<file path="config.mk">
export PLATFORM = sky130hd
export DESIGN_NAME = sorted_list_engine
export DESIGN_NICKNAME = d
export VERILOG_FILES = /design/src/rtl/sle_pkg.sv /design/src/rtl/sle_cell.sv /design/src/rtl/sorted_list_engine.sv
export SDC_FILE = /design/constraint.sdc
export NUM_CORES = 2
export LEC_CHECK = 0
export ABC_AREA = 1
export ABC_CLOCK_PERIOD_IN_PS = 8350
export BUFFER_PORTS_ARGS = -buffer_cell sky130_fd_sc_hd__buf_2
export CAP_MARGIN = 20
export CORE_MARGIN = 2
export CORE_UTILIZATION = 45
export DETAILED_ROUTE_END_ITERATION = 6
export GPL_ROUTABILITY_DRIVEN = 0
export PLACE_DENSITY = 0.67
export SYNTH_ARGS = -nofsm -noshare
export SYNTH_HDL_FRONTEND = slang
export SYNTH_HIERARCHICAL = 1
export SYNTH_SLANG_ARGS = --single-unit
</file>
<file path="constraint.sdc">
create_clock -name clock -period 8.35 [get_ports clock]
set_clock_uncertainty 0.05 [all_clocks]
set_input_delay 0 -clock clock [delete_from_list [all_inputs] [get_ports clock]]
set_output_delay 0 -clock clock [all_outputs]
set_load 0.05 [all_outputs]
</file>
<file path="src/rtl/sle_pkg.sv">
package sle_pkg;

   localparam int DEPTH_DEFAULT      = 16;
   localparam int VALUE_BITS_DEFAULT = 32;

   // fixed field widths on the ports
   localparam int OP_BITS     = 2;
   localparam int KEY_BITS    = 32;
   localparam int STATUS_BITS = 2;
   localparam int POS_BITS    = 4;
   localparam int COUNT_BITS  = 5;
   localparam int REQ_DATA_BITS = 32;
   localparam int RSP_DATA_BITS = 16;

   typedef enum logic [OP_BITS-1:0] {
      OP_INSERT = 2'd0,
      OP_DELETE = 2'd1,
      OP_SEARCH = 2'd2,
      OP_CLEAR  = 2'd3
   } op_type;

   typedef enum logic [STATUS_BITS-1:0] {
      ST_DONE = 2'd0,
      ST_MISS = 2'd1,
      ST_FULL = 2'd2
   } status_type;

   // broadcast from the top level to every cell
   typedef struct packed {
      logic   go;     // request accepted this cycle
      op_type op;
      logic   allow;  // insert with room, or delete that hits
   } cmd_type;

endpackage

</file>
<file path="src/rtl/sle_cell.sv">
module sle_cell #(
   parameter int VALUE_BITS = sle_pkg::VALUE_BITS_DEFAULT
) (
   input  logic                  clock,
   input  logic                  reset,
   input  sle_pkg::cmd_type      cmd,
   input  logic [VALUE_BITS-1:0] key,
   // lower neighbour
   input  logic                  prev_lt,
   input  logic                  prev_valid,
   input  logic [VALUE_BITS-1:0] prev_value,
   // upper neighbour
   input  logic                  next_valid,
   input  logic [VALUE_BITS-1:0] next_value,
   output logic                  valid,
   output logic [VALUE_BITS-1:0] value,
   output logic                  lt,
   output logic                  eq,
   output logic                  at_pos
);

   logic                  valid_ff, valid_in;
   logic [VALUE_BITS-1:0] value_ff, value_in;

   assign valid  = valid_ff;
   assign value  = value_ff;
   assign lt     = valid_ff && ($signed(value_ff) < $signed(key));
   assign eq     = valid_ff && (value_ff == key);
   assign at_pos = prev_lt && !lt;   // first cell not below the key

   always_comb begin
      valid_in = valid_ff;
      value_in = value_ff;
      if (cmd.go) begin
         case (cmd.op)
            sle_pkg::OP_INSERT: begin
               if (cmd.allow && !lt) begin
                  if (prev_lt) begin
                     value_in = key;
                     valid_in = 1'b1;
                  end else begin
                     value_in = prev_value;
                     valid_in = prev_valid;
                  end
               end
            end
            sle_pkg::OP_DELETE: begin
               if (cmd.allow && !lt) begin
                  value_in = next_value;
                  valid_in = next_valid;
               end
            end
            sle_pkg::OP_CLEAR: begin
               valid_in = 1'b0;
            end
            default: begin
            end
         endcase
      end
   end

   always_ff @(posedge clock) begin
      if (reset) begin
         valid_ff <= 1'b0;
      end else begin
         valid_ff <= valid_in;
      end
   end

   always_ff @(posedge clock) begin
      value_ff <= value_in;
   end

endmodule

</file>
<file path="src/rtl/sorted_list_engine.sv">
// Latency: the response is presented in the cycle after the request is accepted.
// Throughput: one request per cycle; every cell compares against the key in
//   parallel and takes its new value from itself, the key or a neighbour.
// A stalled response holds req_tready low until it is taken.
// Reset (synchronous, active high) empties the table and drops any pending
// response; stored values are left as they are and never read while invalid.
module sorted_list_engine #(
   parameter int DEPTH      = sle_pkg::DEPTH_DEFAULT,
   parameter int VALUE_BITS = sle_pkg::VALUE_BITS_DEFAULT
) (
   input  logic                              clock,
   input  logic                              reset,
   // request channel
   input  logic                              req_tvalid,
   output logic                              req_tready,
   input  logic [sle_pkg::REQ_DATA_BITS-1:0] req_tdata,  // [31:0] value
   input  logic [sle_pkg::OP_BITS-1:0]       req_tuser,  // [1:0] operation
   // response channel
   output logic                              rsp_tvalid,
   input  logic                              rsp_tready,
   output logic [sle_pkg::RSP_DATA_BITS-1:0] rsp_tdata,  // [3:0] position, [8:4] entry_count
   output logic [sle_pkg::STATUS_BITS-1:0]   rsp_tuser   // [1:0] status
);

   localparam int CNT_BITS = $clog2(DEPTH + 1);

   logic                  accept;
   logic [VALUE_BITS-1:0] key;
   sle_pkg::op_type       op;
   sle_pkg::cmd_type      cmd;

   // cell row, with one extra link below cell 0
   logic                  lt_link    [DEPTH+1];
   logic                  valid_link [DEPTH+1];
   logic [VALUE_BITS-1:0] value_link [DEPTH+1];
   logic [DEPTH-1:0]      eq_vec;
   logic [DEPTH-1:0]      pos_vec;
   logic [DEPTH-1:0]      valid_vec;

   logic                  full;
   logic                  hit;
   logic [sle_pkg::POS_BITS-1:0] pos_enc;

   logic [CNT_BITS-1:0]   count_ff, count_in;
   logic                  rsp_valid_ff, rsp_valid_in;
   sle_pkg::status_type   status_ff, status_in;
   logic [sle_pkg::POS_BITS-1:0]   position_ff, position_in;
   logic [sle_pkg::COUNT_BITS-1:0] entries_ff, entries_in;

   // a new request enters whenever the response slot is empty or draining
   assign req_tready = !rsp_valid_ff || rsp_tready;
   assign accept     = req_tvalid && req_tready;
   assign key        = VALUE_BITS'(req_tdata[sle_pkg::KEY_BITS-1:0]);
   assign op         = sle_pkg::op_type'(req_tuser);

   assign full = (count_ff == CNT_BITS'(DEPTH));

   // cell 0 sees "everything below me is smaller"; the top cell sees an empty neighbour
   assign lt_link[0]        = 1'b1;
   assign valid_link[0]     = 1'b1;
   assign value_link[0]     = '0;

   logic                  top_valid;
   logic [VALUE_BITS-1:0] top_value;
   assign top_valid = 1'b0;
   assign top_value = '0;

   genvar g;
   generate
      for (g = 0; g < DEPTH; g++) begin : g_cell
         logic                  nxt_valid;
         logic [VALUE_BITS-1:0] nxt_value;
         if (g == DEPTH - 1) begin : g_top
            assign nxt_valid = top_valid;
            assign nxt_value = top_value;
         end else begin : g_mid
            assign nxt_valid = valid_link[g+2];
            assign nxt_value = value_link[g+2];
         end
         sle_cell #(
            .VALUE_BITS(VALUE_BITS)
         ) u_cell (
            .clock      (clock),
            .reset      (reset),
            .cmd        (cmd),
            .key        (key),
            .prev_lt    (lt_link[g]),
            .prev_valid (valid_link[g]),
            .prev_value (value_link[g]),
            .next_valid (nxt_valid),
            .next_value (nxt_value),
            .valid      (valid_link[g+1]),
            .value      (value_link[g+1]),
            .lt         (lt_link[g+1]),
            .eq         (eq_vec[g]),
            .at_pos     (pos_vec[g])
         );
         assign valid_vec[g] = valid_link[g+1];
      end
   endgenerate

   // at most one cell sits at the insertion point (exactly one while a cell is free); the first match can only be there
   always_comb begin
      hit     = 1'b0;
      pos_enc = '0;
      for (int i = 0; i < DEPTH; i++) begin
         hit     = hit | (pos_vec[i] & eq_vec[i]);
         pos_enc = pos_enc | (pos_vec[i] ? sle_pkg::POS_BITS'(i) : '0);
      end
   end

   always_comb begin
      cmd.go    = accept;
      cmd.op    = op;
      cmd.allow = 1'b0;
      case (op)
         sle_pkg::OP_INSERT: cmd.allow = !full;
         sle_pkg::OP_DELETE: cmd.allow = hit;
         default:            cmd.allow = 1'b0;
      endcase
   end

   // next table size and the response fields
   always_comb begin
      count_in    = count_ff;
      status_in   = status_ff;
      position_in = position_ff;
      entries_in  = entries_ff;
      rsp_valid_in = rsp_valid_ff && !rsp_tready;
      if (accept) begin
         rsp_valid_in = 1'b1;
         status_in    = sle_pkg::ST_DONE;
         position_in  = pos_enc;
         case (op)
            sle_pkg::OP_INSERT: begin
               if (full) begin
                  status_in   = sle_pkg::ST_FULL;
                  position_in = '0;
               end else begin
                  count_in = count_ff + CNT_BITS'(1);
               end
            end
            sle_pkg::OP_DELETE: begin
               if (hit) begin
                  count_in = count_ff - CNT_BITS'(1);
               end else begin
                  status_in   = sle_pkg::ST_MISS;
                  position_in = '0;
               end
            end
            sle_pkg::OP_SEARCH: begin
               if (!hit) begin
                  status_in   = sle_pkg::ST_MISS;
                  position_in = '0;
               end
            end
            sle_pkg::OP_CLEAR: begin
               count_in    = '0;
               position_in = '0;
            end
            default: begin
            end
         endcase
         entries_in = sle_pkg::COUNT_BITS'(count_in);
      end
   end

   always_ff @(posedge clock) begin
      if (reset) begin
         count_ff     <= '0;
         rsp_valid_ff <= 1'b0;
      end else begin
         count_ff     <= count_in;
         rsp_valid_ff <= rsp_valid_in;
      end
   end

   always_ff @(posedge clock) begin
      status_ff   <= status_in;
      position_ff <= position_in;
      entries_ff  <= entries_in;
   end

   assign rsp_tvalid = rsp_valid_ff;
   assign rsp_tuser  = status_ff;
   assign rsp_tdata  = {{(sle_pkg::RSP_DATA_BITS - sle_pkg::POS_BITS - sle_pkg::COUNT_BITS){1'b0}},
                        entries_ff, position_ff};

   // the count never runs past the table
   a_count_range: assert property (@(posedge clock) disable iff (reset)
      count_ff <= CNT_BITS'(DEPTH))
      else $error("entry count beyond table depth");

   // valid cells and the count agree
   a_count_match: assert property (@(posedge clock) disable iff (reset)
      $countones(valid_vec) == int'(count_ff))
      else $error("valid cells disagree with entry count");

   // insertion point is unique while there is a free cell
   a_one_pos: assert property (@(posedge clock) disable iff (reset)
      !full |-> $onehot(pos_vec))
      else $error("insertion point not unique");

   // a clear empties the table
   a_clear: assert property (@(posedge clock) disable iff (reset)
      accept && op == sle_pkg::OP_CLEAR |=> count_ff == '0 && valid_vec == '0)
      else $error("clear left entries behind");

   // a full table drops the insert and leaves the count alone
   a_full_drop: assert property (@(posedge clock) disable iff (reset)
      accept && op == sle_pkg::OP_INSERT && full |=> $stable(count_ff) && position_ff == '0)
      else $error("insert into full table changed the table");

endmodule
</file>
Yosys cells after proc, flatten, opt, wreduce, memory -nomap -nowiden:

Cells that the tools add are included.

* word-level logic and storage cells: 425
* output and inout port bits: 20
* flip-flop bits (word level): 545
* input bits: 38

* bitwise gates (word level): 45
* order comparisons: 16
* multiplexer cells: 152
* reductions and logical operators: 121
* equality and inequality tests: 52
* add/sub/neg operators: 2

Operator list (count)
* two-way mux 32 bit: 47
* case mux 32 bit (2 select lines): 16
* == test 32 bit: 16
* less-than comparator 32 bit: 16
* AND reduction 4 bit: 32
* logical AND 1 bit: 65
* != test 2 x 1 -> 1 bit, second input constant: 32
* two-way mux 1 bit: 50
* case mux 1 bit (3 select lines): 16
* two-way mux 4 bit: 10
* bitwise OR 4 bit: 7
* logical NOT 1 bit: 19
* AND 1 bit: 16
* bitwise OR 1 bit: 15
* case mux 5 bit (3 select lines): 1
* two-way mux 3 bit: 4
* case mux 4 bit (3 select lines): 1
* two-way mux 5 bit: 2
* bitwise OR 3 bit: 3
* two-way mux 2 bit: 3
* adder 5 x 1 -> 5 bit, second input constant: 1
* == test 5 bit, second input constant: 1
* subtractor 5 x 1 -> 5 bit, second input constant: 1
* == test 2 bit, second input constant: 2
* other kinds (12): 12

Longest topological paths before layout:

* word-level depth: 24
* gate-level depth with buffers: 32
* mapped depth without buffers: 30

Cells and area by module:

Netlist, hierarchy kept.

Modules (own cells, without submodules)
* sle_cell: cells each 336, area an instance 2561.2 sq um, seq. area each 980.9 sq um, instances 16
* sorted_list_engine: cells each 179, area an instance 1255.0 sq um, seq. area each 450.4 sq um, instances 1

Worst setup path before layout:

OpenSTA, ideal clock, no wires.

* kind: register to register
* start: register g_cell[6].u_cell.value_ff[31]
* end: register g_cell[0].u_cell.value_ff[0], enable pin
* clock period less this slack: 4.809 ns
* path buffers: 2
* setup slack: 3.541 ns
* data arrival time: 4.372 ns
* required time: 7.913 ns
* setup time: 0.387 ns
* stages on the path, launching flop included: 24
* cell sequence: edfxtp_1 ha_1 nand2_1 nor2_2 nand2_1 nor4_2 nand2_1 nand3_1 nand3_2 inv_1 clkbuf_1 inv_1 buf_1 nor2_1 nand2_1 nand2_1 nor2_1 nand2_1 nor2_4 o21ai_0 nand3_1 inv_1 nand2_2 inv_1

RTL lines
* start, declared: RTL line sle_cell.sv:23 `logic [VALUE_BITS-1:0] value_ff, value_in;`
* start signal, assigned: RTL line sle_cell.sv:71 `value_ff <= value_in;`
* end signal, assigned: RTL line sle_cell.sv:71
* end, declared: RTL line sle_cell.sv:23

==> metrics.md <==
| Metric | Value |
|---|---|
| Vias after detailed routing | 37147 |
| Sequential fraction of the synthesis area | 0.3823 |
| Reg-to-reg endpoint | g_cell[6].u_cell/value[8] |
| CTS root buf | clkbuf_16 |
| Fmax | 166.3 MHz |
| Fin. max-slew vios | 0 |
| Mapped Area | 42230 µm² |
| Post-route ant nets | 0 |
| Final clock period utilization by the worst path | 0.7202 |
| Clock Path Buffers | 3 |
| Crit path from | req_tdata[31] |
| Final Hold Fails | 0 |
| Pwr/cell area | 153.5 nW/µm² |
| RSZ-0062 raised after global routing | false |
| Avg WL per Cell | 16.81 µm |
| Area grow syn2layout | 9.993% |
| Number of gates resized after cts | 0 |
| Slew @ Worst Pin | 1.025 ns |
| FILL cells | 8959 |
| Critical path arrival | 6.28 ns |
| Netlist cell types | 34 |
| Max FO, Critical Path | 35 |
| First-pass GRT wire length | 188.2 mm |
| Reg2reg setup slack | 2.46 ns |
| Total Routing Usage GR | 0.2417 |
| Total Neg Setup Slack | 0 ns |
| Inserted Clock Buffers | 67 |
| Setup Buffers After CTS | 0 |
| Final setup fails | 0 |
| Max-Cap Viols | 0 |
| CTS tree | built |
| Critical path endpoint category | register |
| Grt ovf | 0 |
| Post-Syn Instances | 5555 |
| Clk sinks | 545 |
| Clk Latency, worst-skew pair | 0.62 ns |
| Die span in y | 310.4 µm |
| Core area | 93190 µm² |
| HP Class | input port to register |
| Leak Pwr | 22.10 nW |
| Starting DRT DRC Count | 3035 |
| Initial antenna violation count | 4 |
| Final Net Count | 6186 |
| Die width | 310.4 µm |
| Worst reg2reg path depth | 24 |
| Largest net degree at the start of global routing | 65 |
| # DRC | 0 |
| CP Launch Type | input port |
| Hpwl dp | 87.74 mm |
| Crit path required time | 8.62 ns |
| Syn Area/Cell | 7.603 µm² |
| WHS | 0.04964 ns |
| Die area | 96320 µm² |
| Reg clk slew, reported paths | 0.06 ns |
| Wire length reported by the detailed router | 116.6 mm |
| Critical path class | input port to register |
| Port Buffers | 50 |
| Reg2Reg Launch Point | g_cell[4].u_cell/value[31] |
| Vias in the first global route | 35328 |
| Yosys reg bits | 545 |
| Initial Utilization | 0.4532 |
| Worst Setup EP | g_cell[6].u_cell/value[8] |
| Outcome | completed |
| Fin crit period | 6.014 ns |
| DR vias/cell | 5.356 |
| Maximum vdd drop | 0.1296 mV |
| Rows | 112 |
| Slew HR | 0.3159 |
| Layout cell share with drive strength beyond 1 | 0.06900 |
| Synth Warn # | 6 |
| H-tree Lvls | 3 |
| DR pass1 iterations | 6 |
| IO Pins | 58 |
critical path: stages:
cell           delay, ns
dlygate4sd3_1       0.53
buf_2               0.53
inv_1               0.10
ha_1                0.35
nand2_1             0.10
nor2_2              0.12
nand2_1             0.12
nor4_2              0.30
nand2_1             0.20
nand3_1             0.13
nand3_2             0.10
inv_1               0.07
buf_4               0.32
inv_1               0.54
nor2_1              0.52
nand2_1             0.11
nand2_1             0.07
nor2_1              0.07
nand2_1             0.14
nor2_4              0.09
o21ai_1             0.14
buf_4               0.30
nand3_1             0.11
inv_1               0.07
nand2_2             0.07
inv_1               0.70
buf_4               0.30
layer usage:
layer / GRT usage / up-vias / part of all wire
met5: 0 / - / 0.00011
met4: 0.07943 / 2 / 0.031
met3: 0.02970 / 196 / 0.059
met2: 0.4042 / 1121 / 0.46
met1: 0.3243 / 17236 / 0.45
li1: - / 18592 / -
logic make-up (layout without fill, tap and decap cells):
family,Yosys count,after routing,synth area share
AOI/OAI and AO/OA,870,870,0.1227
buffers and inverters,997,1051,0.08923
xor gates and xnor gates,3,3,0.0006222
other,2,75,0.0001778
and+or+nand+nor,2620,2620,0.2515
adders and majority gates,518,518,0.1535
DFF,545,545,0.3823
synthesized netlist by cell type (all sizes together):
master     n  area share
buf       55      0.0055
o21a      32      0.0057
o21ai     58      0.0069
clkinv     1    0.000089
clkbuf   160       0.014
a21o      16      0.0028
ha       518        0.15
dfxtp     22       0.010
nand2   1696        0.15
nor2     682       0.062
nor4      19      0.0052
a31oi    516       0.076
nor3      34      0.0040
nand4     33      0.0052
inv      781       0.069
edfxtp   523        0.37
a21oi    248       0.031
and3      16      0.0028
or2        1     0.00015
xor2       2     0.00041
conb       2     0.00018
nand3    139       0.020
xnor2      1     0.00021
flip-flops by register name, indices dropped and copies added (netlist names):
name                 count
rsp_tuser                2
entries_ff               5
g_cell.u_cell/valid     16
position_ff              4
g_cell.u_cell/value    512
count_ff                 5
rsp_tvalid               1
where the power goes:
group | total (mW) | switching [mW] | internal [mW]
Clock | 2.83 | 1.21 | 1.63
Combinational | 1.14 | 0.762 | 0.376
Sequential | 3.16 | 0.0657 | 3.09
how the worst min path moves through the flow:
stage                  start                    endpoint  slack [ns]  depth (start not counted)
3_3_place_gp      req_tvalid                  rsp_tvalid        0.21                          3
3_5_place_dp      req_tvalid                  rsp_tvalid        0.21                          3
2_1_floorplan          reset                  rsp_tvalid        0.02                          1
6_report       req_tdata[21]  g_cell[1].u_cell/value[21]        0.05                          3
4_1_cts        req_tdata[18]  g_cell[8].u_cell/value[18]       0.001                          3
5_1_grt         req_tdata[9]  g_cell[14].u_cell/value[9]        0.06                          3
stage by stage:
step / std cells / utilization / power, mW / cell area [µm²] / worst slack [ns]
after global routing: 6936 / 0.4985 / 7.443 / 46450 / 1.943
after floorplan: 5627 / - / 3.970 / 42500 / 3.541
after CTS: 6932 / 0.4978 / 7.170 / 46390 / 2.308
after detailed placement: 6791 / 0.4734 / 4.325 / 44120 / 2.217
final: 6936 / 0.4985 / 7.129 / 46450 / 2.336
after global placement: 6789 / 0.4730 / 4.285 / 44080 / 2.301
cell usage in the layout (no fill, tap or decap), types with 34 or more instances in the layout:
cell type / Yosys / layout
nand2_1: 1677 / 1661
inv_1: 744 / 743
nor2_1: 664 / 664
edfxtp_1: 523 / 523
ha_1: 518 / 518
a31oi_1: 516 / 516
a21oi_1: 231 / 231
nand3_1: 107 / 107
conb_1: 2 / 74
buf_4: 7 / 73
clkbuf_16: 0 / 71
o21ai_0: 53 / 52
buf_2: 0 / 50
inv_2: 37 / 38
nand2_2: 18 / 34
nor3_1: 34 / 34
final cells by class:
| cell class | count | area (µm²) | area share |
|---|---|---|---|
| timing repair buffer | 149 | 1111 | 0.02392 |
| sequential | 545 | 16150 | 0.3476 |
| clock inverter | 32 | 200.2 | 0.004309 |
| clock buffer | 88 | 1861 | 0.04005 |
| antenna | 1 | 2.502 | 0.00005387 |
| multi-input combinational | 4085 | 22630 | 0.4872 |
| inverter | 782 | 2935 | 0.06319 |
| tap | 1254 | 1569 | 0.03377 |
timing repair:
item,in CTS,in global routing
endpoints found under the hold margin,99,0
hold buffers,21,0
setup endpoints to repair,0,0
No activity file was read; power rests on OpenSTA's default activity.
